## config.mk

```make
export PLATFORM = sky130hd
export DESIGN_NAME = ordered_list_engine_top
export DESIGN_NICKNAME = d
export VERILOG_FILES = /design/src/design/ole_pkg.sv /design/src/design/ole_cell.sv /design/src/design/ordered_list_engine_top.sv
export SDC_FILE = /design/constraint.sdc
export NUM_CORES = 2
export LEC_CHECK = 0
export BUFFER_PORTS_ARGS = -buffer_cell sky130_fd_sc_hd__buf_2
export CAP_MARGIN = 20
export CORE_MARGIN = 2
export CORE_UTILIZATION = 35
export CTS_CLUSTER_DIAMETER = 60
export CTS_CLUSTER_SIZE = 24
export DETAILED_ROUTE_END_ITERATION = 12
export GPL_ROUTABILITY_DRIVEN = 1
export GPL_TIMING_DRIVEN = 0
export PLACE_DENSITY = 0.53
export SLEW_MARGIN = 20
export SYNTH_ARGS = -nofsm -noshare
export SYNTH_HDL_FRONTEND = slang
export SYNTH_SLANG_ARGS = --single-unit
export TNS_END_PERCENT = 5
```

## constraint.sdc

```tcl
create_clock -name clk -period 8.27 [get_ports clk]
set_clock_uncertainty 0.2 [all_clocks]
set_input_delay 0 -clock clk [delete_from_list [all_inputs] [get_ports clk]]
set_output_delay 0 -clock clk [all_outputs]
set_load 0.01 [all_outputs]
```

## src/design/ole_pkg.sv

```systemverilog
// Shared types and codes for the ordered list engine.
// Item structs, command and status codes, and the neighbor link that
// runs through the cell row. No dependencies.
`default_nettype none

package ole_pkg;

	typedef enum logic [2:0] {
		CMD_PUSH_FRONT = 3'd0,
		CMD_PUSH_BACK  = 3'd1,
		CMD_ORDERED    = 3'd2,
		CMD_REMOVE     = 3'd3,
		CMD_POP_FRONT  = 3'd4,
		CMD_POP_BACK   = 3'd5,
		CMD_QUERY      = 3'd6
	} cmd_e;

	typedef enum logic [1:0] {
		ST_OK        = 2'd0,
		ST_NOT_FOUND = 2'd1,
		ST_EMPTY     = 2'd2,
		ST_FULL      = 2'd3
	} status_e;

	typedef struct packed {
		logic [2:0]         command;
		logic signed [31:0] value;
	} cmd_item_t;

	typedef struct packed {
		logic [1:0]         status;
		logic signed [31:0] removed_value;
		logic [4:0]         entry_total;
	} rsp_item_t;

	// Passed from each cell to the next one toward the tail.
	typedef struct packed {
		logic        after;   // target position is at or before this cell
		logic        hit;     // target cell held the value (remove)
		logic [31:0] data;    // entry of the target cell, zero elsewhere
	} link_t;

endpackage

`default_nettype wire

```

## src/design/ole_cell.sv

```systemverilog
// One list position of the ordered list engine.
// Holds one entry, compares it against the command value and shifts
// toward or away from the head. Uses ole_pkg.
`default_nettype none

module ole_cell
	import ole_pkg::*;
#(
	parameter int IDX = 0,
	parameter int CW  = 5
) (
	input  wire logic              clk,
	input  wire cmd_item_t         item,
	input  wire logic [CW-1:0]     count,
	input  wire logic [CW-1:0]     last,
	input  wire logic              ins_en,
	input  wire logic              del_en,
	input  wire logic signed [31:0] left_entry,
	input  wire logic signed [31:0] right_entry,
	input  wire link_t             link_in,
	output link_t                  link_out,
	output logic signed [31:0]     entry
);

	localparam logic [CW-1:0] IDX_C = IDX[CW-1:0];

	logic signed [31:0] entry_q;
	logic in_use;
	logic self_hit;
	logic at_or_after;
	logic sel;

	assign in_use = IDX_C < count;

	// Does the target position land on this cell, given the command
	always_comb begin
		case (cmd_e'(item.command))
			CMD_PUSH_FRONT, CMD_POP_FRONT: self_hit = (IDX == 0);
			CMD_PUSH_BACK:  self_hit = (IDX_C == count);
			CMD_ORDERED:    self_hit = (in_use && (entry_q > item.value)) || (IDX_C == count);
			CMD_REMOVE:     self_hit = in_use && !(entry_q < item.value);
			CMD_POP_BACK:   self_hit = (IDX_C == last);
			default:        self_hit = 1'b0;
		endcase
	end

	assign at_or_after = link_in.after | self_hit;
	assign sel         = at_or_after && !link_in.after && in_use;

	always_comb begin
		link_out.after = at_or_after;
		link_out.hit   = link_in.hit | (sel && (entry_q == item.value));
		link_out.data  = link_in.data | (sel ? entry_q : 32'd0);
	end

	always_ff @(posedge clk) begin
		if (ins_en && at_or_after) begin
			entry_q <= link_in.after ? left_entry : item.value;
		end else if (del_en && at_or_after) begin
			entry_q <= right_entry;
		end
	end

	assign entry = entry_q;

endmodule

`default_nettype wire

```

## src/design/ordered_list_engine_top.sv

```systemverilog
// Ordered list engine: a bounded list of signed 32-bit entries held in a
// row of cells. Uses ole_pkg and ole_cell.
//
// Usage:
//  - Command channel (cmd_valid / cmd_stall / cmd_item): one item carries a
//    command code and a value. An item is taken at a rising edge with
//    cmd_valid high and cmd_stall low.
//  - Response channel (rsp_valid / rsp_stall / rsp_item): exactly one item
//    per command, with status, removed value and the count after the command.
//  - A taken command is held in item_s1; its response is written to the
//    output register when the cell row commits, visible on rsp_valid after.
//  - A new command is not taken until the previous one commits. The whole
//    cell row is updated together for every command: all cells compare at
//    once and a position chain picks the target cell; cmd_stall is high
//    from each accept until that update commits.
//  - A finished response may wait in the output register while the next
//    command is taken; that command only completes once the register frees.
//  - If the receiver holds rsp_stall, the response holds and the engine
//    stops after taking at most one more command.
//  - Reset (arst_n low) empties the list and drops any pending response.
//    Entry storage is not cleared; the count alone marks what is held.
//  - Full inserts, removes/pops on an empty list and remove misses report
//    their status and leave the list unchanged.
`default_nettype none

module ordered_list_engine_top
	import ole_pkg::*;
#(
	parameter int CAPACITY = 16
) (
	input  wire logic      clk,
	input  wire logic      arst_n,
	input  wire logic      cmd_valid,
	output logic           cmd_stall,
	input  wire cmd_item_t cmd_item,
	output logic           rsp_valid,
	input  wire logic      rsp_stall,
	output rsp_item_t      rsp_item
);

	localparam int CW = $clog2(CAPACITY + 1);
	localparam logic [CW-1:0] CAP_C = CAPACITY[CW-1:0];

	// Command held for the cell update
	cmd_item_t item_s1;
	logic      busy_q;

	logic [CW-1:0] count_q;
	logic [CW-1:0] last;
	logic          full;
	logic          empty;
	logic          commit;
	logic          ins_en;
	logic          del_en;

	logic      rsp_valid_q;
	rsp_item_t rsp_q;

	link_t              link   [0:CAPACITY];
	logic signed [31:0] entries[0:CAPACITY-1];

	logic [1:0]      status;
	logic [CW-1:0]   count_nxt;
	logic [CW+4:0]   total_wide;

	assign cmd_stall = busy_q;
	assign full      = count_q >= CAP_C;
	assign empty     = count_q == '0;
	assign last      = count_q - CW'(1);

	// Update the cells only when the output register can take the response
	assign commit = busy_q && (!rsp_valid_q || !rsp_stall);

	assign link[0] = '{after: 1'b0, hit: 1'b0, data: 32'd0};

	generate
		for (genvar i = 0; i < CAPACITY; i++) begin : g_cell
			logic signed [31:0] left_e;
			logic signed [31:0] right_e;
			if (i == 0) begin : g_head
				assign left_e = item_s1.value;
			end else begin : g_mid
				assign left_e = entries[i-1];
			end
			if (i == CAPACITY - 1) begin : g_tail
				assign right_e = entries[i];
			end else begin : g_body
				assign right_e = entries[i+1];
			end
			ole_cell #(.IDX(i), .CW(CW)) u_cell (
				.clk         (clk),
				.item        (item_s1),
				.count       (count_q),
				.last        (last),
				.ins_en      (ins_en),
				.del_en      (del_en),
				.left_entry  (left_e),
				.right_entry (right_e),
				.link_in     (link[i]),
				.link_out    (link[i+1]),
				.entry       (entries[i])
			);
		end
	endgenerate

	// Decide the action and status from the chain tail
	always_comb begin
		ins_en = 1'b0;
		del_en = 1'b0;
		status = ST_OK;
		case (cmd_e'(item_s1.command))
			CMD_PUSH_FRONT, CMD_PUSH_BACK, CMD_ORDERED: begin
				if (full) begin
					status = ST_FULL;
				end else begin
					ins_en = commit;
				end
			end
			CMD_REMOVE: begin
				if (empty) begin
					status = ST_EMPTY;
				end else if (!link[CAPACITY].hit) begin
					status = ST_NOT_FOUND;
				end else begin
					del_en = commit;
				end
			end
			CMD_POP_FRONT, CMD_POP_BACK: begin
				if (empty) begin
					status = ST_EMPTY;
				end else begin
					del_en = commit;
				end
			end
			default: status = ST_OK;
		endcase
	end

	always_comb begin
		count_nxt = count_q;
		if (ins_en) begin
			count_nxt = count_q + CW'(1);
		end else if (del_en) begin
			count_nxt = count_q - CW'(1);
		end
	end

	assign total_wide = {5'd0, count_nxt};

	always_ff @(posedge clk or negedge arst_n) begin
		if (!arst_n) begin
			busy_q      <= 1'b0;
			count_q     <= '0;
			rsp_valid_q <= 1'b0;
		end else begin
			if (cmd_valid && !cmd_stall) begin
				busy_q <= 1'b1;
			end else if (commit) begin
				busy_q <= 1'b0;
			end
			count_q <= count_nxt;
			if (commit) begin
				rsp_valid_q <= 1'b1;
			end else if (!rsp_stall) begin
				rsp_valid_q <= 1'b0;
			end
		end
	end

	// Payload registers
	always_ff @(posedge clk) begin
		if (cmd_valid && !cmd_stall) begin
			item_s1 <= cmd_item;
		end
		if (commit) begin
			rsp_q.status        <= status;
			rsp_q.removed_value <= (ins_en || del_en) && !ins_en ? link[CAPACITY].data : 32'd0;
			rsp_q.entry_total   <= total_wide[4:0];
		end
	end

	assign rsp_valid = rsp_valid_q;
	assign rsp_item  = rsp_q;

	// Checks
	a_count_bound: assert property (@(posedge clk) disable iff (!arst_n)
		count_q <= CAP_C)
		else $error("entry count above capacity");

	a_busy_clears: assert property (@(posedge clk) disable iff (!arst_n)
		busy_q && !rsp_valid_q |=> !busy_q)
		else $error("command not completed with output register free");

	a_full_status: assert property (@(posedge clk) disable iff (!arst_n)
		commit && status == ST_FULL |-> count_q == CAP_C)
		else $error("full status with room left");

	a_pending_rsp: assert property (@(posedge clk) disable iff (!arst_n)
		rsp_valid_q && rsp_stall |=> rsp_valid_q)
		else $error("stalled response dropped");

endmodule

`default_nettype wire

```

Word level (Yosys, flattened, before mapping)
Index checks and enable logic that the tools add are counted.
{"block": "op_classes", "n_addsub": 2, "n_reduce_logical": 188, "magnitude_cmp": 49, "n_eq_ne": 52, "muxes": 94, "n_bitwise": 45}
{"operator": "32-bit 2-to-1 mux", "n": 61}
{"operator": "32-bit equality test", "n": 16}
{"operator": "32-bit greater-than comparator", "n": 16}
{"operator": "32-bit < comparator", "n": 16}
{"operator": "32-bit OR", "n": 15}
{"operator": "1-bit logical AND", "n": 113}
{"operator": "4-bit by 5-bit equality test with 1-bit output, first input constant", "n": 16}
{"operator": "1-bit one-hot mux with 4 select lines", "n": 15}
{"operator": "3-bit by 5-bit equality test with 1-bit output, first input constant", "n": 8}
{"operator": "4-bit by 5-bit < comparator with 1-bit output, first input constant", "n": 8}
{"operator": "1-bit logical NOT", "n": 35}
{"operator": "2-bit nonzero test", "n": 16}
{"operator": "1-bit OR", "n": 30}
{"operator": "2-bit by 5-bit equality test with 1-bit output, first input constant", "n": 4}
{"operator": "3-bit by 5-bit < comparator with 1-bit output, first input constant", "n": 4}
{"operator": "1-bit logical OR", "n": 18}
{"operator": "1-bit by 5-bit equality test with 1-bit output, first input constant", "n": 2}
{"operator": "5-bit logical NOT", "n": 2}
{"operator": "1-bit by 5-bit < comparator with 1-bit output, first input constant", "n": 2}
{"operator": "2-bit by 5-bit < comparator with 1-bit output, first input constant", "n": 2}
{"operator": "1-bit 2-to-1 mux", "n": 10}
{"operator": "5-bit 2-to-1 mux", "n": 2}
{"operator": "3-bit by 2-bit equality test with 1-bit output, second input constant", "n": 2}
{"operator": "3-bit equality test, second input constant", "n": 2}
{"operator": "12 further kinds", "n": 15}
{"block": "word_totals", "out_inout_bits": 41, "elab_cells": 454, "ff_bits": 593, "inputBits": 39}

Depth between registers and ports, before layout
{"block": "logic_depth", "ltp_word": 29, "mapped_depth": 21, "ltp_nobuf": 15}

Hierarchy
A second synthesis with hierarchy kept.
{"block": "hier_totals", "hier_cells": 6607, "hier_area_um2": 59168.0}
{"module": "ole_cell at g_cell[9].u_cell", "instances": 1, "seq_area_each_um2": 960.9, "cells_each": 584, "area_each_um2": 4483.0}
{"module": "ole_cell at g_cell[5].u_cell", "instances": 1, "seq_area_each_um2": 960.9, "cells_each": 487, "area_each_um2": 4008.8}
{"module": "ole_cell at g_cell[3].u_cell", "instances": 1, "seq_area_each_um2": 960.9, "cells_each": 471, "area_each_um2": 3960.0}
{"module": "ole_cell at g_cell[11].u_cell", "instances": 1, "seq_area_each_um2": 960.9, "cells_each": 457, "area_each_um2": 3788.6}
{"module": "ole_cell at g_cell[0].u_cell", "instances": 1, "seq_area_each_um2": 960.9, "cells_each": 466, "area_each_um2": 3784.9}
{"module": "ole_cell at g_cell[14].u_cell", "instances": 1, "seq_area_each_um2": 960.9, "cells_each": 423, "area_each_um2": 3768.6}
{"module": "ole_cell at g_cell[2].u_cell", "instances": 1, "seq_area_each_um2": 960.9, "cells_each": 423, "area_each_um2": 3739.8}
{"module": "ole_cell at g_cell[7].u_cell", "instances": 1, "seq_area_each_um2": 960.9, "cells_each": 467, "area_each_um2": 3674.8}
{"module": "ole_cell at g_cell[10].u_cell", "instances": 1, "seq_area_each_um2": 960.9, "cells_each": 384, "area_each_um2": 3559.7}
{"module": "ole_cell at g_cell[12].u_cell", "instances": 1, "seq_area_each_um2": 960.9, "cells_each": 395, "area_each_um2": 3428.3}
{"module": "ole_cell at g_cell[6].u_cell", "instances": 1, "seq_area_each_um2": 960.9, "cells_each": 310, "area_each_um2": 3070.4}
{"module": "ordered_list_engine_top", "instances": 1, "seq_area_each_um2": 2397.3, "cells_each": 173, "area_each_um2": 3019.1}
{"module": "ole_cell at g_cell[13].u_cell", "instances": 1, "seq_area_each_um2": 960.9, "cells_each": 309, "area_each_um2": 3007.9}
{"module": "ole_cell at g_cell[1].u_cell", "instances": 1, "seq_area_each_um2": 960.9, "cells_each": 309, "area_each_um2": 2992.9}
{"module": "3 more rows"}

Worst setup path before layout
Ideal clock, no wire load.
{"block": "synth_timing", "path_kind": "reg-to-reg", "start": "register item_s1, in the netlist g_cell[0].left_e[10]", "end": "register g_cell[10].u_cell.entry_q[0], enable pin", "period_less_slack_ns": 6.928, "stages_incl_launch_ff": 17, "slack_ns": 1.342, "arrival_time_ns": 6.296, "setup_time_ns": 0.432, "path_buffers": 1, "required_ns": 7.638, "path_cell_list": "edfxtp_1 -> clkbuf_1 -> clkinv_1 -> ha_1 -> and3_1 -> a221o_1 -> a221o_1 -> a2111oi_0 -> mux2_2 -> a211oi_2 -> o2111a_1 -> nand3_2 -> a211oi_1 -> a2111oi_4 -> nor2_1 -> nor3_4 -> a21oi_1"}
{"block": "synth_via", "elab_chain_len": 28, "elab_cells_between_ends": 226, "cone_classes": "32 x order compare; 16 x eq/ne; 19 x mux; 30 x bitwise; 129 x reduce/logical"}
{"item": "from (decl)", "line_no": "ordered_list_engine_top.sv:45", "text": "cmd_item_t item_s1;"}
{"item": "from (signal assigned)", "line_no": "ordered_list_engine_top.sv:173", "text": "item_s1 <= cmd_item;"}
{"item": "32-bit < comparator or 32-bit greater-than comparator (tied branches)", "line_no": "ole_cell.sv:41, ole_cell.sv:40"}
{"item": "1-bit logical NOT or 1-bit logical AND (tied branches)", "line_no": "ole_cell.sv:41, ole_cell.sv:40"}
{"item": "1-bit logical AND or 1-bit logical OR (tied branches)", "line_no": "ole_cell.sv:41, ole_cell.sv:40"}
{"item": "1-bit one-hot mux with 5 select lines or 1-bit one-hot mux with 4 select lines (tied branches)", "line_no": "ole_cell.sv:37", "text": "case (cmd_e'(item.command))"}
{"item": "1-bit OR or 1-bit logical NOT (tied branches)", "line_no": "ole_cell.sv:47, ole_cell.sv:48"}
{"item": "1-bit logical AND (tied with other cells) (2 in a row)", "line_no": "ole_cell.sv:48", "text": "assign sel = at_or_after && !link_in.after && in_use;"}
{"item": "1-bit logical AND (tied with other cells)", "line_no": "ole_cell.sv:52", "text": "link_out.hit = link_in.hit | (sel && (entry_q == item.value));"}
{"item": "1-bit OR (tied with other cells) (13 in a row)", "line_no": "ole_cell.sv:52"}
{"item": "1-bit OR or 1-bit logical AND (tied branches)", "line_no": "ole_cell.sv:52"}
{"item": "1-bit OR", "line_no": "ole_cell.sv:52"}
{"item": "1-bit 2-to-1 mux", "line_no": "ordered_list_engine_top.sv:122", "text": "end else if (!link[CAPACITY].hit) begin"}
{"item": "1-bit 2-to-1 mux", "line_no": "ordered_list_engine_top.sv:120", "text": "if (empty) begin"}
{"item": "1-bit one-hot mux with 2 select lines", "line_no": "ordered_list_engine_top.sv:111", "text": "case (cmd_e'(item_s1.command))"}
{"item": "1-bit logical AND", "line_no": "ole_cell.sv:59", "text": "end else if (del_en && at_or_after) begin"}
{"item": "2-bit nonzero test (no source line) *"}
{"item": "to (signal assigned)", "line_no": "ole_cell.sv:58", "text": "entry_q <= link_in.after ? left_entry : item.value;"}
{"item": "to (signal assigned)", "line_no": "ole_cell.sv:60", "text": "entry_q <= right_entry;"}
{"item": "to (decl)", "line_no": "ole_cell.sv:27", "text": "logic signed [31:0] entry_q;"}
Every way passes the cells marked *; elsewhere a longest branch is shown, timed or not.
A chain may end at the register's enable or synchronous reset.

Final worst setup path
{"block": "layout_timing", "start": "register item_s1, in the netlist g_cell[0].left_e[8]", "end": "register g_cell[14].u_cell.entry_q[6], enable pin"}
{"block": "layout_via", "elab_chain_len": 28, "elab_cells_between_ends": 226, "cone_classes": "32 x order compare; 16 x eq/ne; 19 x mux; 30 x bitwise; 129 x reduce/logical"}
{"item": "32-bit < comparator or 32-bit greater-than comparator (tied branches)", "line_no": "ole_cell.sv:41, ole_cell.sv:40"}
{"item": "1-bit logical NOT or 1-bit logical AND (tied branches)", "line_no": "ole_cell.sv:41, ole_cell.sv:40"}
{"item": "1-bit logical AND or 1-bit logical OR (tied branches)", "line_no": "ole_cell.sv:41, ole_cell.sv:40"}
{"item": "1-bit one-hot mux with 5 select lines or 1-bit one-hot mux with 4 select lines (tied branches)", "line_no": "ole_cell.sv:37"}
{"item": "1-bit OR or 1-bit logical NOT (tied branches)", "line_no": "ole_cell.sv:47, ole_cell.sv:48"}
{"item": "1-bit logical AND (tied with other cells) (2 in a row)", "line_no": "ole_cell.sv:48"}
{"item": "1-bit logical AND (tied with other cells)", "line_no": "ole_cell.sv:52"}
{"item": "1-bit OR (tied with other cells) (13 in a row)", "line_no": "ole_cell.sv:52"}
{"item": "1-bit OR or 1-bit logical AND (tied branches)", "line_no": "ole_cell.sv:52"}
{"item": "1-bit OR", "line_no": "ole_cell.sv:52"}
{"item": "1-bit 2-to-1 mux", "line_no": "ordered_list_engine_top.sv:122"}
{"item": "1-bit 2-to-1 mux", "line_no": "ordered_list_engine_top.sv:120"}
{"item": "1-bit one-hot mux with 2 select lines", "line_no": "ordered_list_engine_top.sv:111"}
{"item": "1-bit logical AND", "line_no": "ole_cell.sv:59"}
{"item": "2-bit nonzero test (no source line) *"}
{"item": "to (signal assigned)", "line_no": "ole_cell.sv:58"}
{"item": "to (signal assigned)", "line_no": "ole_cell.sv:60"}
{"item": "to (decl)", "line_no": "ole_cell.sv:27"}
Marks and branches as above.

==> results_dict.tcl <==
set metrics [dict create \
    status "complete, no violations" \
    synth_area_sq_um 43630 \
    grt.met2_usage_pct 44.03 \
    p_leak_nw 18.97 \
    vdd_drop_max_mv 0.1813 \
    root_buffer "clkbuf_16" \
    area_growth_pct 15.35 \
    clock_latency_ns 0.70 \
    syn_avg_cell_area_sq_um 9.188 \
    drive_above_1_share_pct 7.964 \
    die_h_um 357.1 \
    syn_nets 5306 \
    synthFlopType "edfxtp_1" \
    drtIter0Drc 4519 \
    core_area_sq_um 123600 \
    ys_async_sr_fraction_pct 1.180 \
    ioPinCount 80 \
    synth_edf_count 586 \
    top_usage_layer "met2" \
    min_period_over_period_pct 99.90 \
    gp_congestion 0.9655 \
    clk_pin_slew_ns 0.06 \
    maxSlewHeadroom_pct 22.70 \
    path_class "register to register" \
    design.die.area_sq_um 127500 \
    drc_errors 0 \
    met1_usage_pct 37.24 \
    track_usage_pct 27.45 \
    final_hold_viol_count 0 \
    worst_pin_slew_ns 1.145 \
    dp.cells 6489 \
    clkSinkCount 593 \
    yosys_warnings 0 \
    rsz0062_at_grt "false" \
    cpMaxStageDelayCell "a2111oi_1" \
    hpwl_mm 144.6 \
    avgViaCountPerCell 6.010 \
    use_met3_pct 3.617 \
    firstDrtPassIters 6 \
    h-tree-depth 3 \
    setup_viol 0 \
    required_ns 8.46 \
    slew_viol_final 0 \
    cp_cell_sequence "clkbuf_1 -> clkinv_2 -> ha_1 -> a221o_1 -> a221o_1 -> a2111oi_1 -> mux2_2 -> a211oi_2 -> o2111a_1 -> nand3_2 -> a211oi_2 -> a2111oi_4 -> nor2_1 -> nor3_4 -> buf_4 -> nor2_4 -> buf_12" \
    grt_pass1_vias 38872 \
    synth_seq_cells 593 \
    cp_data_arrival_time_ns 8.45 \
    cts_buffers 77 \
    worst_slack_ns 0.008555 \
    synthCells 4749 \
    start_util_pct 35.29 \
    io_buffers 79 \
    dp_slack_ns -0.8785 \
    wl_mm 179.0 \
    power.density_nw_per_um2 387.1 \
    antenna_found_initial 1 \
    grt_pass1_wl_mm 259.4 \
    synth.distinct_cells 88 \
    fp-row-count 129 \
    cts_tree "built" \
    hold_class "input pin to async pin" \
    cp_max_fo 25 \
    cpPeakStageDelay_ns 0.86 \
    clockBufferDepth 3 \
    ant_nets 0 \
    route.vias.total 40342 \
    drv_cap 0 \
    post_drt_wl_per_cell_um 26.67 \
    nNetsFinal 5565 \
    grt_start_max_net_pins 42 \
    fp.dieW_um 357.1 \
    crit_path_end_kind "register" \
    startpoint_type "register" \
    synth-seq-area-share_pct 40.73 \
    grt.overflow.total 0 \
    fmax_mhz 121.0 \
    p_total_mw 19.48 \
    period_minus_slack_ns 8.261 \
    post-route-util_pct 40.71 \
    fin_cells 6712 \
]
power breakdown:
| part | total [mW] | switching [mW] | internal, mW |
|---|---|---|---|
| clock network | 3.57 | 1.63 | 1.94 |
| logic | 10.2 | 6.86 | 3.37 |
| registers | 5.67 | 1.02 | 4.65 |
cell type report:
class	count	area (sq um)
well taps	1637	2048
inverters	84	384.1
fillers	12473	73310
flip-flops and latches	593	17770
diodes	2	5.005
multi-input cells	3781	24610
plain buffers	289	1140
clock inverters	66	711.9
repair buffers	182	1724
clock buffers	78	1931
through the flow:
step | cell area, sq um | hold WS (ns) | setup TNS [ns]
2_1_floorplan | 43630 | -0.4956 | 0
3_5_place_dp | 46800 | -0.3281 | -385.00
6_report | 50330 | 0.1190 | 0
3_3_place_gp | 46080 | -0.3278 | -1521.40
5_1_grt | 50330 | 0.1278 | 0
4_1_cts | 50270 | 0.08887 | 0
cell usage in the layout, fill, tap and decap left out, drive strengths merged, types with 47 or more instances in the layout:
cell / synthesis / routed
a21oi: 694 / 694
nor2: 624 / 624
edfxtp: 586 / 586
ha: 518 / 518
nand2: 501 / 501
clkbuf: 241 / 317
o21ai: 300 / 300
a22oi: 162 / 162
buf: 50 / 155
nand4: 149 / 149
mux2i: 137 / 137
inv: 53 / 88
dlygate4sd3: 0 / 76
nand3: 76 / 76
a31oi: 72 / 72
nor3: 49 / 49
clkinv: 31 / 49
and3: 47 / 47
worst max-delay path, delay by kind of cell, from the launching register on:
kind | cells | cell delay, ns
muxes | 1 | 0.42
AOI/OAI and AO/OA | 7 | 3.25
and+or+nand+nor | 4 | 1.12
adders and majority gates | 1 | 0.46
DFF | 1 | 0.33
buffers and inverters | 4 | 2.05
worst paths after layout:
path	start	endpoint	slack, ns	cells past startpoint
worst max-delay path	g_cell[0].left_e[8]$_DFFE_PP_	g_cell[14].u_cell.entry[6]$_DFFE_PP_	0.009	17
worst min-delay path	arst_n	rsp_valid$_DFFE_PN0P_	0.12	3
worst max register to register	g_cell[0].left_e[8]$_DFFE_PP_	g_cell[14].u_cell.entry[6]$_DFFE_PP_	0.009	17
worst min register to register	rsp_valid$_DFFE_PN0P_	rsp_valid$_DFFE_PN0P_	0.31	2
max in group asynchronous	arst_n	count_q[0]$_DFF_PN0_	7.45	3
min in group clk	cmd_valid	item_s1[32]$_DFFE_PP_	0.12	3
cells in the mapped netlist, types with 47 or more instances:
cell | n | area (sq um)
a21oi_1 | 693 | 3468
edfxtp_1 | 586 | 17600
nand3_1 | 75 | 375.4
nor2_1 | 623 | 2338
mux2i_1 | 137 | 1371
o21ai_0 | 299 | 1496
a31oi_1 | 72 | 450.4
nor3_1 | 47 | 235.2
clkbuf_1 | 241 | 904.6
ha_1 | 518 | 6481
inv_1 | 53 | 198.9
nand4_1 | 149 | 932.1
nand2_1 | 501 | 1881
a22oi_1 | 162 | 1216
and3_1 | 47 | 294.0
timing repair:
item / in CTS / in global routing
hold endpoints to repair: 79 / 0
buffers inserted: 1 / 2
setup endpoints to repair: 722 / 433
hold buffers: 76 / 0
gates resized for setup: 28 / 14
pin swaps: 2 / 1
sequential cells by signal, summed over array words and instances, names as in the netlist:
register / count
item_s1: 3
rsp_item: 39
cmd_stall: 1
rsp_valid: 1
g_cell.u_cell.entry: 512
count_q: 5
g_cell.left_e: 32
layer usage:
layer,up-vias,wire (um)
met2,1621,81350
met1,19754,77000
li1,18649,-
met5,-,12
met4,2,7973
met3,316,12690
cell families (layout without fill, tap and decap cells):
family          Yosys count  after routing  synth area share [%]
mux                     171            171                 4.020
fa+ha+maj               518            518                 14.85
other cells               0              2                     0
flops                   593            593                 40.73
xor+xnor                  8              8                0.1606
simple gates           1565           1565                 15.90
buf+inv                 375            699                 3.352
compound gates         1519           1519                 20.98
Power figures use the tool's default switching activity.
